`src/assert_macros.svh`:
```
// Assertion macros shared by the timer table modules.
`ifndef ASSERT_MACROS_SVH
`define ASSERT_MACROS_SVH

// Invariant checked at every clock edge outside reset.
`define MSTT_ASSERT(lbl, prop, msg) \
    lbl: assert property (@(posedge i_clk) disable iff (!i_rst_n) (prop)) \
        else $error(msg);

// Condition in one cycle implies a condition in the next.
`define MSTT_ASSERT_NEXT(lbl, pre, post, msg) \
    lbl: assert property (@(posedge i_clk) disable iff (!i_rst_n) (pre) |=> (post)) \
        else $error(msg);

`endif

```
`src/mstt_pkg.sv`:
```
// Types and constants shared by the timer table modules.
`timescale 1ns / 1ps
`default_nettype none
package mstt_pkg;

    localparam int NUM_TIMERS_DEF = 16;
    localparam int MAX_RESULTS    = 16;
    localparam int RES_CNT_W      = $clog2(MAX_RESULTS);
    localparam int QUEUE_DEPTH    = 4;
    localparam int QPTR_W         = $clog2(QUEUE_DEPTH);
    localparam int QCNT_W         = QPTR_W + 1;

    localparam logic [2:0] OP_CREATE  = 3'd0;
    localparam logic [2:0] OP_START   = 3'd1;
    localparam logic [2:0] OP_STOP    = 3'd2;
    localparam logic [2:0] OP_DELETE  = 3'd3;
    localparam logic [2:0] OP_TICK    = 3'd4;
    localparam logic [2:0] OP_SERVICE = 3'd5;

    localparam logic [1:0] MODE_ONE_SHOT      = 2'd0;
    localparam logic [1:0] MODE_PERIODIC      = 2'd1;
    localparam logic [1:0] MODE_ONE_SHOT_KEEP = 2'd2;

    typedef enum logic [2:0] {
        K_CREATE, K_START, K_STOP, K_DELETE, K_TICK, K_SERVICE
    } t_kind;

    typedef enum logic [1:0] {
        ST_OK        = 2'd0,
        ST_NO_FREE   = 2'd1,
        ST_NOT_EXIST = 2'd2,
        ST_RANGE     = 2'd3
    } t_status;

    typedef enum logic [1:0] {
        RUN_STOPPED = 2'd0,
        RUN_RUNNING = 2'd1,
        RUN_PENDING = 2'd2
    } t_run;

    typedef enum logic [2:0] {
        B_IDLE, B_OP, B_CRT, B_TRD, B_TWR, B_SRD, B_SWR
    } t_bstate;

    typedef struct packed {
        t_kind       kind;
        t_status     pre_status;
        logic [6:0]  timer_id;
        logic [1:0]  timer_mode;
        logic [31:0] period;
    } t_cmd;

endpackage
`default_nettype wire

```
`src/mstt_front.sv`:
```
// Front end: decodes each operation beat and checks the id range.
`timescale 1ns / 1ps
`default_nettype none
module mstt_front
    import mstt_pkg::*;
#(
    parameter int NUM_TIMERS = NUM_TIMERS_DEF
) (
    input  wire logic        i_in_valid,
    output logic             o_in_ready,
    input  wire logic [2:0]  i_op,
    input  wire logic [6:0]  i_timer_id,
    input  wire logic [1:0]  i_timer_mode,
    input  wire logic [31:0] i_period,
    output logic             o_push_valid,
    input  wire logic        i_push_ready,
    output t_cmd             o_push_data
);

    logic op_known;

    always_comb begin
        op_known = 1'b1;
        o_push_data.kind = K_TICK;
        case (i_op)
            OP_CREATE:  o_push_data.kind = K_CREATE;
            OP_START:   o_push_data.kind = K_START;
            OP_STOP:    o_push_data.kind = K_STOP;
            OP_DELETE:  o_push_data.kind = K_DELETE;
            OP_TICK:    o_push_data.kind = K_TICK;
            OP_SERVICE: o_push_data.kind = K_SERVICE;
            default:    op_known = 1'b0;
        endcase

        if (i_timer_id == 7'd0) begin
            o_push_data.pre_status = ST_NOT_EXIST;
        end else if (i_timer_id > 7'(NUM_TIMERS)) begin
            o_push_data.pre_status = ST_RANGE;
        end else begin
            o_push_data.pre_status = ST_OK;
        end

        o_push_data.timer_id   = i_timer_id;
        o_push_data.timer_mode = i_timer_mode;
        o_push_data.period     = i_period;
    end

    // Unknown operations are taken and dropped.
    assign o_in_ready   = i_push_ready;
    assign o_push_valid = i_in_valid && op_known;

endmodule
`default_nettype wire

```
`src/mstt_queue.sv`:
```
// Short command queue between the front end and the slot engine.
`timescale 1ns / 1ps
`default_nettype none
`include "assert_macros.svh"
module mstt_queue
    import mstt_pkg::*;
(
    input  wire logic i_clk,
    input  wire logic i_rst_n,
    input  wire logic i_push_valid,
    output logic      o_push_ready,
    input  wire t_cmd i_push_data,
    output logic      o_pop_valid,
    input  wire logic i_pop,
    output t_cmd      o_pop_data
);

    t_cmd              r_mem [QUEUE_DEPTH];
    logic [QPTR_W-1:0] r_wr_ptr;
    logic [QPTR_W-1:0] r_rd_ptr;
    logic [QCNT_W-1:0] r_count;
    logic              push_fire;
    logic              pop_fire;

    assign o_push_ready = (r_count != QCNT_W'(QUEUE_DEPTH));
    assign o_pop_valid  = (r_count != '0);
    assign o_pop_data   = r_mem[r_rd_ptr];
    assign push_fire    = i_push_valid && o_push_ready;
    assign pop_fire     = i_pop && o_pop_valid;

    always_ff @(posedge i_clk) begin
        if (!i_rst_n) begin
            r_wr_ptr <= '0;
            r_rd_ptr <= '0;
            r_count  <= '0;
        end else begin
            if (push_fire) begin
                r_wr_ptr <= r_wr_ptr + QPTR_W'(1);
            end
            if (pop_fire) begin
                r_rd_ptr <= r_rd_ptr + QPTR_W'(1);
            end
            if (push_fire && !pop_fire) begin
                r_count <= r_count + QCNT_W'(1);
            end else if (pop_fire && !push_fire) begin
                r_count <= r_count - QCNT_W'(1);
            end
        end
    end

    always_ff @(posedge i_clk) begin
        if (push_fire) begin
            r_mem[r_wr_ptr] <= i_push_data;
        end
    end

    `MSTT_ASSERT(a_q_count_range, r_count <= QCNT_W'(QUEUE_DEPTH), "Queue count beyond depth")
    `MSTT_ASSERT_NEXT(a_q_no_silent_loss, (|r_count) && !pop_fire, |r_count, "Queue lost a beat")
    `MSTT_ASSERT(a_q_ptr_gap, r_wr_ptr == QPTR_W'(r_rd_ptr + QPTR_W'(r_count)), "Bad pointer gap")

endmodule
`default_nettype wire

```
`src/mstt_back.sv`:
```
// Slot engine: walks the timer slots to carry out each queued command.
`timescale 1ns / 1ps
`default_nettype none
`include "assert_macros.svh"
module mstt_back
    import mstt_pkg::*;
#(
    parameter int NUM_TIMERS = NUM_TIMERS_DEF
) (
    input  wire logic        i_clk,
    input  wire logic        i_rst_n,
    input  wire logic        i_q_valid,
    output logic             o_q_pop,
    input  wire t_cmd        i_q_data,
    output logic             o_out_valid,
    input  wire logic        i_out_ready,
    output logic [1:0]       o_status,
    output logic [6:0]       o_result_id,
    output logic             o_fired,
    output logic             o_last
);

    localparam int IW = (NUM_TIMERS > 1) ? $clog2(NUM_TIMERS) : 1;

    t_bstate               r_state;
    t_bstate               n_state;
    t_cmd                  r_cmd;
    logic [IW-1:0]         r_idx;
    logic [RES_CNT_W-1:0]  r_n;

    logic [NUM_TIMERS-1:0] r_in_use;
    t_run                  r_run [NUM_TIMERS];

    logic [31:0]           r_cnt_mem  [NUM_TIMERS];
    logic [31:0]           r_per_mem  [NUM_TIMERS];
    logic [1:0]            r_mode_mem [NUM_TIMERS];
    logic [31:0]           r_rd_cnt;
    logic [31:0]           r_rd_per;
    logic [1:0]            r_rd_mode;

    logic                  r_out_valid;
    t_status               r_out_status;
    logic [6:0]            r_out_id;
    logic                  r_out_fired;
    logic                  r_out_last;

    logic [IW-1:0]         cmd_idx;
    logic                  last_idx;
    logic                  out_free;
    logic [31:0]           cnt_inc;
    logic [NUM_TIMERS-1:0] pend_vec;
    logic [NUM_TIMERS-1:0] above_mask;
    logic [NUM_TIMERS-1:0] free_busy_vec;
    logic                  svc_last;
    logic                  tick_hit;

    logic                  mem_rd;
    logic                  cnt_we;
    logic [31:0]           cnt_wdata;
    logic                  cfg_we;
    logic                  out_load;
    t_status               out_status;
    logic [6:0]            out_id;
    logic                  out_fired;
    logic                  out_last;
    logic                  slot_we;
    logic [IW-1:0]         sl_idx;
    logic                  slot_use;
    t_run                  slot_run;
    logic                  idx_step;
    logic                  n_inc;

    assign cmd_idx  = IW'(r_cmd.timer_id - 7'd1);
    assign last_idx = (r_idx == IW'(NUM_TIMERS - 1));
    assign out_free = !r_out_valid || i_out_ready;
    assign cnt_inc  = (r_rd_cnt == 32'hFFFF_FFFF) ? r_rd_cnt : r_rd_cnt + 32'd1;
    assign tick_hit = r_in_use[r_idx] && (r_run[r_idx] == RUN_RUNNING);

    always_comb begin
        for (int i = 0; i < NUM_TIMERS; i++) begin
            pend_vec[i]      = r_in_use[i] && (r_run[i] == RUN_PENDING);
            above_mask[i]    = (IW'(i) > r_idx);
            free_busy_vec[i] = !r_in_use[i] && (r_run[i] != RUN_STOPPED);
        end
    end

    // The final report of a service beat is the last pending slot or the cap.
    assign svc_last = !(|(pend_vec & above_mask)) ||
                      (r_n == RES_CNT_W'(MAX_RESULTS - 1));

    always_comb begin
        n_state = r_state;
        case (r_state)
            B_IDLE: begin
                if (i_q_valid) begin
                    case (i_q_data.kind)
                        K_CREATE:  n_state = B_CRT;
                        K_START:   n_state = B_OP;
                        K_STOP:    n_state = B_OP;
                        K_DELETE:  n_state = B_OP;
                        K_TICK:    n_state = B_TRD;
                        K_SERVICE: n_state = B_SRD;
                        default:   n_state = B_IDLE;
                    endcase
                end
            end
            B_OP: begin
                if (out_free) begin
                    n_state = B_IDLE;
                end
            end
            B_CRT: begin
                if ((!r_in_use[r_idx] || last_idx) && out_free) begin
                    n_state = B_IDLE;
                end
            end
            B_TRD: begin
                if (tick_hit) begin
                    n_state = B_TWR;
                end else if (last_idx) begin
                    n_state = B_IDLE;
                end
            end
            B_TWR: begin
                n_state = last_idx ? B_IDLE : B_TRD;
            end
            B_SRD: begin
                if (pend_vec[r_idx]) begin
                    n_state = B_SWR;
                end else if (last_idx) begin
                    n_state = B_IDLE;
                end
            end
            B_SWR: begin
                if (out_free) begin
                    n_state = (svc_last || last_idx) ? B_IDLE : B_SRD;
                end
            end
            default: n_state = B_IDLE;
        endcase
    end

    always_comb begin
        o_q_pop    = 1'b0;
        mem_rd     = 1'b0;
        cnt_we     = 1'b0;
        cnt_wdata  = 32'd0;
        cfg_we     = 1'b0;
        out_load   = 1'b0;
        out_status = ST_OK;
        out_id     = 7'd0;
        out_fired  = 1'b0;
        out_last   = 1'b1;
        slot_we    = 1'b0;
        sl_idx     = r_idx;
        slot_use   = 1'b0;
        slot_run   = RUN_STOPPED;
        idx_step   = 1'b0;
        n_inc      = 1'b0;
        case (r_state)
            B_IDLE: begin
                o_q_pop = i_q_valid;
            end
            B_OP: begin
                out_load = 1'b1;
                if (r_cmd.pre_status != ST_OK) begin
                    out_status = r_cmd.pre_status;
                end else if (!r_in_use[cmd_idx]) begin
                    out_status = ST_NOT_EXIST;
                end else begin
                    out_status = ST_OK;
                    slot_we    = out_free;
                    sl_idx     = cmd_idx;
                    case (r_cmd.kind)
                        K_START: begin
                            slot_use = 1'b1;
                            slot_run = RUN_RUNNING;
                        end
                        K_STOP: begin
                            slot_use = 1'b1;
                            slot_run = RUN_STOPPED;
                        end
                        default: begin
                            slot_use = 1'b0;
                            slot_run = RUN_STOPPED;
                        end
                    endcase
                end
            end
            B_CRT: begin
                if (!r_in_use[r_idx]) begin
                    out_load  = 1'b1;
                    out_id    = 7'(r_idx) + 7'd1;
                    cfg_we    = out_free;
                    cnt_we    = out_free;
                    slot_we   = out_free;
                    slot_use  = 1'b1;
                    slot_run  = RUN_STOPPED;
                end else if (last_idx) begin
                    out_load   = 1'b1;
                    out_status = ST_NO_FREE;
                end else begin
                    idx_step = 1'b1;
                end
            end
            B_TRD: begin
                if (tick_hit) begin
                    mem_rd = 1'b1;
                end else begin
                    idx_step = 1'b1;
                end
            end
            B_TWR: begin
                cnt_we    = 1'b1;
                cnt_wdata = cnt_inc;
                idx_step  = 1'b1;
                if (cnt_inc >= r_rd_per) begin
                    slot_we  = 1'b1;
                    slot_use = 1'b1;
                    slot_run = RUN_PENDING;
                end
            end
            B_SRD: begin
                if (pend_vec[r_idx]) begin
                    mem_rd = 1'b1;
                end else begin
                    idx_step = 1'b1;
                end
            end
            B_SWR: begin
                out_load  = 1'b1;
                out_id    = 7'(r_idx) + 7'd1;
                out_fired = 1'b1;
                out_last  = svc_last;
                idx_step  = out_free;
                n_inc     = out_free;
                case (r_rd_mode)
                    MODE_ONE_SHOT: begin
                        slot_we  = out_free;
                        slot_use = 1'b0;
                        slot_run = RUN_STOPPED;
                    end
                    MODE_PERIODIC: begin
                        cnt_we   = out_free;
                        slot_we  = out_free;
                        slot_use = 1'b1;
                        slot_run = RUN_RUNNING;
                    end
                    MODE_ONE_SHOT_KEEP: begin
                        cnt_we   = out_free;
                        slot_we  = out_free;
                        slot_use = 1'b1;
                        slot_run = RUN_STOPPED;
                    end
                    default: begin
                        slot_we = 1'b0;
                    end
                endcase
            end
            default: begin
                o_q_pop = 1'b0;
            end
        endcase
    end

    always_ff @(posedge i_clk) begin
        if (!i_rst_n) begin
            r_state <= B_IDLE;
            r_idx   <= '0;
            r_n     <= '0;
        end else begin
            r_state <= n_state;
            if (o_q_pop) begin
                r_idx <= '0;
                r_n   <= '0;
            end else begin
                if (idx_step) begin
                    r_idx <= r_idx + IW'(1);
                end
                if (n_inc) begin
                    r_n <= r_n + RES_CNT_W'(1);
                end
            end
        end
    end

    always_ff @(posedge i_clk) begin
        if (o_q_pop) begin
            r_cmd <= i_q_data;
        end
    end

    always_ff @(posedge i_clk) begin
        if (!i_rst_n) begin
            r_in_use <= '0;
            for (int i = 0; i < NUM_TIMERS; i++) begin
                r_run[i] <= RUN_STOPPED;
            end
        end else if (slot_we) begin
            r_in_use[sl_idx] <= slot_use;
            r_run[sl_idx]    <= slot_run;
        end
    end

    always_ff @(posedge i_clk) begin
        if (cnt_we) begin
            r_cnt_mem[r_idx] <= cnt_wdata;
        end
        if (cfg_we) begin
            r_per_mem[r_idx]  <= r_cmd.period;
            r_mode_mem[r_idx] <= r_cmd.timer_mode;
        end
        if (mem_rd) begin
            r_rd_cnt  <= r_cnt_mem[r_idx];
            r_rd_per  <= r_per_mem[r_idx];
            r_rd_mode <= r_mode_mem[r_idx];
        end
    end

    always_ff @(posedge i_clk) begin
        if (!i_rst_n) begin
            r_out_valid <= 1'b0;
        end else if (out_load && out_free) begin
            r_out_valid <= 1'b1;
        end else if (i_out_ready) begin
            r_out_valid <= 1'b0;
        end
    end

    always_ff @(posedge i_clk) begin
        if (out_load && out_free) begin
            r_out_status <= out_status;
            r_out_id     <= out_id;
            r_out_fired  <= out_fired;
            r_out_last   <= out_last;
        end
    end

    assign o_out_valid = r_out_valid;
    assign o_status    = 2'(r_out_status);
    assign o_result_id = r_out_id;
    assign o_fired     = r_out_fired;
    assign o_last      = r_out_last;

    `MSTT_ASSERT(a_free_slot_stopped, !(|free_busy_vec), "A free slot is not stopped")
    `MSTT_ASSERT(a_fired_ok, !r_out_valid || !r_out_fired || r_out_status == ST_OK, "Fired not ok")
    `MSTT_ASSERT(a_leave_idle, r_state != B_IDLE || n_state == B_IDLE || i_q_valid, "No command")
    `MSTT_ASSERT_NEXT(a_tick_rw, r_state == B_TRD && mem_rd, r_state == B_TWR, "No tick write")

endmodule
`default_nettype wire

```
`src/multi_slot_timer_table_unit.sv`:
```
// Top level of the multi-slot timer table.
// Usage: each input beat on i_in_valid / o_in_ready carries one operation
// (create, start, stop, delete, tick or service) in i_op, i_timer_id,
// i_timer_mode and i_period. Result beats leave on o_out_valid / i_out_ready
// with o_status, o_result_id, o_fired and o_last; o_last marks the final beat
// of an operation. Ticks give no beat, and a service with nothing pending
// gives none either.
// Beats enter a four-entry command queue, so the input is taken while the
// slot engine is busy and while a result waits in the output register.
// The slot engine walks the slots in turn and takes no new command until it
// is back in idle: start, stop and delete act on the named slot, create looks
// for the first free slot, and tick and service visit the slots in order.
// A running (tick) or pending (service) slot is read from its count, period
// and mode memory in one state, then written back and, on service, reported.
// A synchronous active-low reset frees every slot, stops every timer and
// empties the queue and the output register; slot memories are not cleared.
// When the receiver stalls, the engine holds at its current slot until the
// output register drains, and the queue fills and then stalls the sender.
`timescale 1ns / 1ps
`default_nettype none
module multi_slot_timer_table_unit
    import mstt_pkg::*;
#(
    parameter int NUM_TIMERS = NUM_TIMERS_DEF
) (
    input  wire logic        i_clk,
    input  wire logic        i_rst_n,
    input  wire logic        i_in_valid,
    output logic             o_in_ready,
    input  wire logic [2:0]  i_op,
    input  wire logic [6:0]  i_timer_id,
    input  wire logic [1:0]  i_timer_mode,
    input  wire logic [31:0] i_period,
    output logic             o_out_valid,
    input  wire logic        i_out_ready,
    output logic [1:0]       o_status,
    output logic [6:0]       o_result_id,
    output logic             o_fired,
    output logic             o_last
);

    logic push_valid;
    logic push_ready;
    t_cmd push_data;
    logic pop_valid;
    logic pop;
    t_cmd pop_data;

    mstt_front #(
        .NUM_TIMERS (NUM_TIMERS)
    ) u_front (
        .i_in_valid   (i_in_valid),
        .o_in_ready   (o_in_ready),
        .i_op         (i_op),
        .i_timer_id   (i_timer_id),
        .i_timer_mode (i_timer_mode),
        .i_period     (i_period),
        .o_push_valid (push_valid),
        .i_push_ready (push_ready),
        .o_push_data  (push_data)
    );

    mstt_queue u_queue (
        .i_clk        (i_clk),
        .i_rst_n      (i_rst_n),
        .i_push_valid (push_valid),
        .o_push_ready (push_ready),
        .i_push_data  (push_data),
        .o_pop_valid  (pop_valid),
        .i_pop        (pop),
        .o_pop_data   (pop_data)
    );

    mstt_back #(
        .NUM_TIMERS (NUM_TIMERS)
    ) u_back (
        .i_clk       (i_clk),
        .i_rst_n     (i_rst_n),
        .i_q_valid   (pop_valid),
        .o_q_pop     (pop),
        .i_q_data    (pop_data),
        .o_out_valid (o_out_valid),
        .i_out_ready (i_out_ready),
        .o_status    (o_status),
        .o_result_id (o_result_id),
        .o_fired     (o_fired),
        .o_last      (o_last)
    );

endmodule
`default_nettype wire
```
`config.mk`:
```
export PLATFORM = sky130hd
export DESIGN_NAME = multi_slot_timer_table_unit
export DESIGN_NICKNAME = d
export VERILOG_FILES = /design/src/mstt_pkg.sv /design/src/mstt_front.sv /design/src/mstt_queue.sv /design/src/mstt_back.sv /design/src/multi_slot_timer_table_unit.sv
export VERILOG_INCLUDE_DIRS = /design/src /design/src/src
export SDC_FILE = /design/constraint.sdc
export NUM_CORES = 1
export LEC_CHECK = 0
export BUFFER_PORTS_ARGS = -buffer_cell sky130_fd_sc_hd__buf_2
export CAP_MARGIN = 20
export CORE_AREA = 2 2 437 222
export CTS_BUF_LIST = sky130_fd_sc_hd__clkbuf_4 sky130_fd_sc_hd__clkbuf_8 sky130_fd_sc_hd__clkbuf_16
export DETAILED_ROUTE_END_ITERATION = 8
export DIE_AREA = 0 0 439 224
export PLACE_DENSITY = 0.75
export SKIP_CTS_REPAIR_TIMING = 1
export SLEW_MARGIN = 20
export SYNTH_ARGS = -nofsm -noshare
export SYNTH_HDL_FRONTEND = slang
export SYNTH_SLANG_ARGS = --single-unit
```
`constraint.sdc`:
```
create_clock -name i_clk -period 11.13 [get_ports i_clk]
set_clock_uncertainty 0.2 [all_clocks]
set_input_delay 1.113 -clock i_clk [delete_from_list [all_inputs] [get_ports i_clk]]
set_output_delay 1.113 -clock i_clk [all_outputs]
set_load 0.05 [all_outputs]
```
# After elaboration in Yosys (flattened, before gate mapping)
# Memories as Yosys holds them, arrays and structs flattened. A register that Yosys moved wholly into a read port is not among the register bits.
# Index checks and enable logic that the tools add are counted.
# op_classes
add_sub_neg,9
n_mul,0
div_mod_pow,0
n_lt_le_gt_ge,22
eq_ne,45
n_shift,0
muxes,92
n_bitwise,2
n_reduce_logical,53
# op_table
operator,count
$mux W32,2
$mux W1,44
$eq A2 B2 Y1 const B,17
$add A32 B1 Y32 const B,1
$eq A32 B32 Y1 const B,1
$ge A32 B32 Y1,1
$gt A4 B4 Y1 const A,8
$mux W3,10
$logic_and A1 B1 Y1,25
$mux W2,12
$mux W4,6
$eq A3 B2 Y1 const B,7
$eq A3 B3 Y1 const B,7
$pmux W3 S7,1
$and A16 B16 Y16,1
$bwmux W16,1
$gt A3 B4 Y1 const A,4
$reduce_or A16 Y1,1
$lt A4 B5 Y1 const B,3
$pmux W3 S5,1
$pmux W7 S2,1
$bmux W1 S4,3
$eq A3 B1 Y1 const B,4
$pmux W3 S4,1
34 further kinds,61
# totals
ff_bits,89
latch_bits,0
ramBits,1272
mem_bits_ro,0
in_bits,48
output_inout_bits,13
wordCells,245
memories,5
# memory_table
name,depth,word_bits,read_ports,rd_clocked_by_memory_dff,wr,line_no,rtl
u_back.r_cnt_mem,16,32,1,1,1,mstt_back.sv:34,logic [31:0] r_cnt_mem [NUM_TIMERS];
u_back.r_per_mem,16,32,1,1,1,mstt_back.sv:35,logic [31:0] r_per_mem [NUM_TIMERS];
u_queue.r_mem,4,46,1,1,1,mstt_queue.sv:18,t_cmd r_mem [QUEUE_DEPTH];
u_back.r_mode_mem,16,2,1,1,1,mstt_back.sv:36,logic [1:0] r_mode_mem [NUM_TIMERS];
u_back.r_run,16,2,17,1,16,mstt_back.sv:32,t_run r_run [NUM_TIMERS];

# Depth between registers and ports, before layout
# depth
ltp_word,11
depth_mapped,15
mapped_depth_nobuf,14

# Modules after synthesis
# From an unflattened synthesis, not the netlist that was laid out.
# hier_totals
cells_unflattened,3077
area_unflattened_um2,57406.3
# modules_own_cells
mod,n_inst,cells_each,area_per_inst_um2,seq_area_each_um2
mstt_back,1,2736,49814.0,36855.3
mstt_queue,1,288,7195.7,5705.5
mstt_front,1,53,396.6,0.0

# Worst setup path before layout
# Ideal clock, no wire load.
# synth_timing
path_kind,reg-to-reg
startpoint,register u_back.r_idx[3]
endpoint,"memory u_back.r_mode_mem[1][0], enable pin"
setup_ns,0.468
arrival_ns,4.156
required_time_ns,10.462
setup_slack_ns,6.306
stages_incl_launch_ff,10
n_path_buf,2
synth_period_minus_slack_ns,4.824
cell_sequence,dfxtp_1 -> buf_4 -> mux2_2 -> a2bb2oi_1 -> nand3_1 -> and2_1 -> clkbuf_1 -> and3_1 -> nand2_1 -> nor3_1
# synth_via
elab_chain_cells,6
# synth_rtl
item,line_no,rtl
from (decl),mstt_back.sv:28,logic [IW-1:0] r_idx;
from (signal assigned),mstt_back.sv:278,r_idx <= r_idx + IW'(1);
$bmux W1 S4,mstt_back.sv:191,if (!r_in_use[r_idx]) begin
$mux W1 (not written as such),mstt_back.sv:191,
$mux W1,mstt_back.sv:191,
$mux W1,mstt_back.sv:160,case (r_state)
$mux W1,mstt_back.sv:309,if (cfg_we) begin
$mux W1 (not written as such),mstt_back.sv:311,r_mode_mem[r_idx] <= r_cmd.timer_mode;
to (decl),mstt_back.sv:36,
# Parallel ways exist; a longest one is shown, timed or not. The select of a mux whose other input is x is not followed.

==> impl_metrics.json <==
{
  "grt_first_pass_wirelength_um": 203000,
  "ys.flop_type": "edfxtp_1",
  "yosysMostFrequentCell": "edfxtp_1",
  "fin_cells": 4291,
  "relSlewSlack_pct": 27.6,
  "synth_common_cells": "edfxtp_1, mux4_2, nor2_1",
  "cts_inserted_buffers": 113,
  "whs_ns": 0.290,
  "area_growth_pct": 10.4,
  "drc": 0,
  "grt_pass1_vias": 29161,
  "grt_usage_pct": 28.7,
  "clk_pin_slew_worst_paths_ns": 0.07,
  "period_needed_ns": 5.73,
  "routed_wl_um": 138000,
  "diodes": 0,
  "rsz0062_at_grt": "false",
  "design.core.area_um2": 94600,
  "p_sw_share_pct": 24.8,
  "overflow": 0,
  "synth_top_area_share_pct": 73.5,
  "timing.hold.worst.class": "flop to flop",
  "drive_gt1_share_pct": 23.8,
  "die_area_um2": 98300,
  "status": "completed",
  "worstSetupEndpointType": "flop",
  "ant_nets": 0,
  "worst_slew_pin_slew_ns": 1.09,
  "post-route-period-util_pct": 51.5,
  "critPathKind": "flop to flop",
  "cts.path.max_buffers": 3,
  "io_buffer_count": 58,
  "setup_ws_ns": 5.40,
  "synth_edf_count": 1378,
  "grt_antenna_before_repair": 3,
  "maxCapViolations": 0,
  "ir_worst_vdd_mv": 0.164,
  "switchingPower_mw": 3.07,
  "p_comb_share_pct": 10.7,
  "p_clk_share_pct": 34.1,
  "vias": 29370,
  "p_int_mw": 9.34,
  "drv_slew": 0,
  "syn_avg_cell_area_um2": 19.9,
  "yosysUniqueCellTypes": 87,
  "netlist_area_um2": 56300,
  "finalSetupTns_ns": 0,
  "seqPwrFrac_pct": 55.2,
  "gp_congestion": 0.894,
  "clock_sinks": 1419,
  "io-pin-count": 61,
  "initial_core_util_pct": 59.6,
  "clock_latency_ns": 0.75,
  "hold_viol": 0,
  "h-tree-depth": 3,
  "dp_cells": 4081,
  "finalSetupViolations": 0,
  "placementRows": 80,
  "drt_iter0_drc": 4674,
  "drt-vias-per-instance": 6.84,
  "ys_warn_count": 0,
  "wl_per_cell_um": 32.2,
  "die-width_um": 439,
  "place_hpwl_um": 78100,
  "synth-seq-cells": 1419,
  "worstPathRequired_ns": 11.35,
  "yosys.area.top_type": "edfxtp_1",
  "firstDrtPassIters": 7,
  "start_kind": "flop",
  "critPathArrivalTime_ns": 5.94,
  "synth_cells": 2835,
  "p_per_area_nw_per_um2": 200,
  "yosysSeqAreaShare_pct": 74.9,
  "cp_max_fo": 44,
  "power_leakage_nw": 19.3,
  "grt_max_degree": 148,
  "fmax_ghz": 0.175,
  "tritoncts": "built",
  "final_net_count": 3021,
  "netlist_top_cells_area": "edfxtp_1, mux4_2, dfxtp_1",
  "pre_cts_ws_ns": 5.58,
  "async_flop_share_pct": 0,
  "die_h_um": 224,
  "utilization_pct": 65.7,
  "cts-root-buf": "clkbuf_16"
}
## per-stage QoR
| step | power, mW | instance area, um2 |
|---|---|---|
| 5_1_grt | 12.8 | 62200 |
| 4_1_cts | 12.5 | 62100 |
| 6_report | 12.4 | 62200 |
| 2_1_floorplan | 7.73 | 56300 |
| 3_3_place_gp | 8.17 | 58200 |
| 3_5_place_dp | 8.26 | 58300 |
## registers in the layout (all words and copies together), names as in the netlist, 2 cells and up, named ones only
name and flops:
u_back.o_status 2, u_back.r_rd_mode 2, u_queue.r_count 3, u_queue.r_rd_ptr 2, u_queue.r_mem 172, u_back.o_result_id 5, u_back.r_rd_cnt 32, u_back.r_mode_mem 32
u_back.r_cnt_mem 512, u_back.r_per_mem 512, u_back.r_run 32, u_back.r_in_use 16, u_back.r_rd_per 32, u_back.r_n 4, u_back.r_cmd 43, u_back.r_idx 4
u_back.r_state 3, u_queue.r_wr_ptr 2
## kinds of logic (layout without fill, tap and decap cells)
family,Yosys count,count (layout),synth area share [%]
buffers and inverters,192,376,1.39
other,1,2,0.00666
AOI/OAI and AO/OA,296,296,3.67
adders and majority gates,47,47,1.06
xor gates and xnor gates,39,39,0.620
DFF,1419,1419,74.9
and+or+nand+nor,454,454,4.21
muxes,387,387,14.1
## power by group through the flow
stage / Clock (mW) / Combinational [mW] / Sequential [mW]
floorplan: 0 / 0.926 / 6.80
finish: 4.24 / 1.32 / 6.86
global route: 4.49 / 1.40 / 6.90
global placement: 0 / 1.28 / 6.90
CTS: 4.29 / 1.32 / 6.85
detailed placement: 0 / 1.31 / 6.95
## worst max-delay path: stages (launching register included)
cell      delay, ns
edfxtp_1       0.47
nand4_1        0.22
or4_1          0.56
or2_2          0.37
o21bai_1       0.49
nor2_1         0.11
xor2_1         0.18
ha_1           0.32
a21o_1         0.17
a21o_1         0.17
a221o_1        0.36
a211oi_1       0.48
o211ai_2       0.41
nor2_2         0.21
buf_4          0.38
o21ai_0        0.25
## cell usage in the layout, fill, tap and decap left out, types with 9 or more instances in the layout
master / Yosys / final
a22oi_1: 11 / 11
xor2_1: 20 / 20
clkinv_2: 0 / 23
clkbuf_16: 0 / 115
and3_2: 0 / 16
xnor2_1: 18 / 18
mux2_2: 14 / 14
o21ai_0: 61 / 61
o22ai_1: 21 / 21
and2_1: 50 / 41
nand4_1: 12 / 12
nand3b_1: 18 / 18
nand3_1: 20 / 20
edfxtp_1: 1378 / 1378
mux2i_1: 47 / 47
o311ai_0: 10 / 10
nor2_1: 113 / 101
clkinv_1: 0 / 23
nor3_1: 38 / 33
mux4_2: 325 / 325
bufinv_16: 0 / 18
buf_4: 6 / 54
a21oi_1: 70 / 69
a221o_1: 18 / 18
nand2b_1: 9 / 9
o31ai_1: 19 / 19
dfxtp_1: 41 / 35
ha_1: 46 / 46
nand2_1: 97 / 97
clkbuf_4: 0 / 18
or2_2: 10 / 10
and2_2: 0 / 9
buf_2: 17 / 58
inv_1: 51 / 49
and3_1: 25 / 9
## worst paths after layout
check                          startpoint                               end  slack, ns  cells past startpoint
max          u_back.r_rd_cnt[4]$_DFFE_PP_  u_back.r_run[7][0]$_SDFFCE_PN0P_       5.40                     15
min            u_back.r_n[1]$_SDFFE_PP0P_        u_back.r_n[1]$_SDFFE_PP0P_       0.29                      2
max reg2reg  u_back.r_rd_cnt[4]$_DFFE_PP_  u_back.r_run[7][0]$_SDFFCE_PN0P_       5.40                     15
min reg2reg    u_back.r_n[1]$_SDFFE_PP0P_        u_back.r_n[1]$_SDFFE_PP0P_       0.29                      2
## layout make-up
type	instances	area (um2)
inverter	51	194
timing repair buffer	116	783
tap	1271	1590
sequential	1419	42200
fill	5926	32400
clock inverter	76	873
multi-input combinational	1225	13500
clock buffer	133	3010
## routing by layer
metal	GRT usage, %	vias to the layer above	part of all wire [%]
met5	0	-	0
met1	45.8	15438	43
met3	6.12	220	11
met2	41.5	1866	45
met4	5.78	0	2.0
li1	-	11846	-
(Power assumes the default switching activity.)
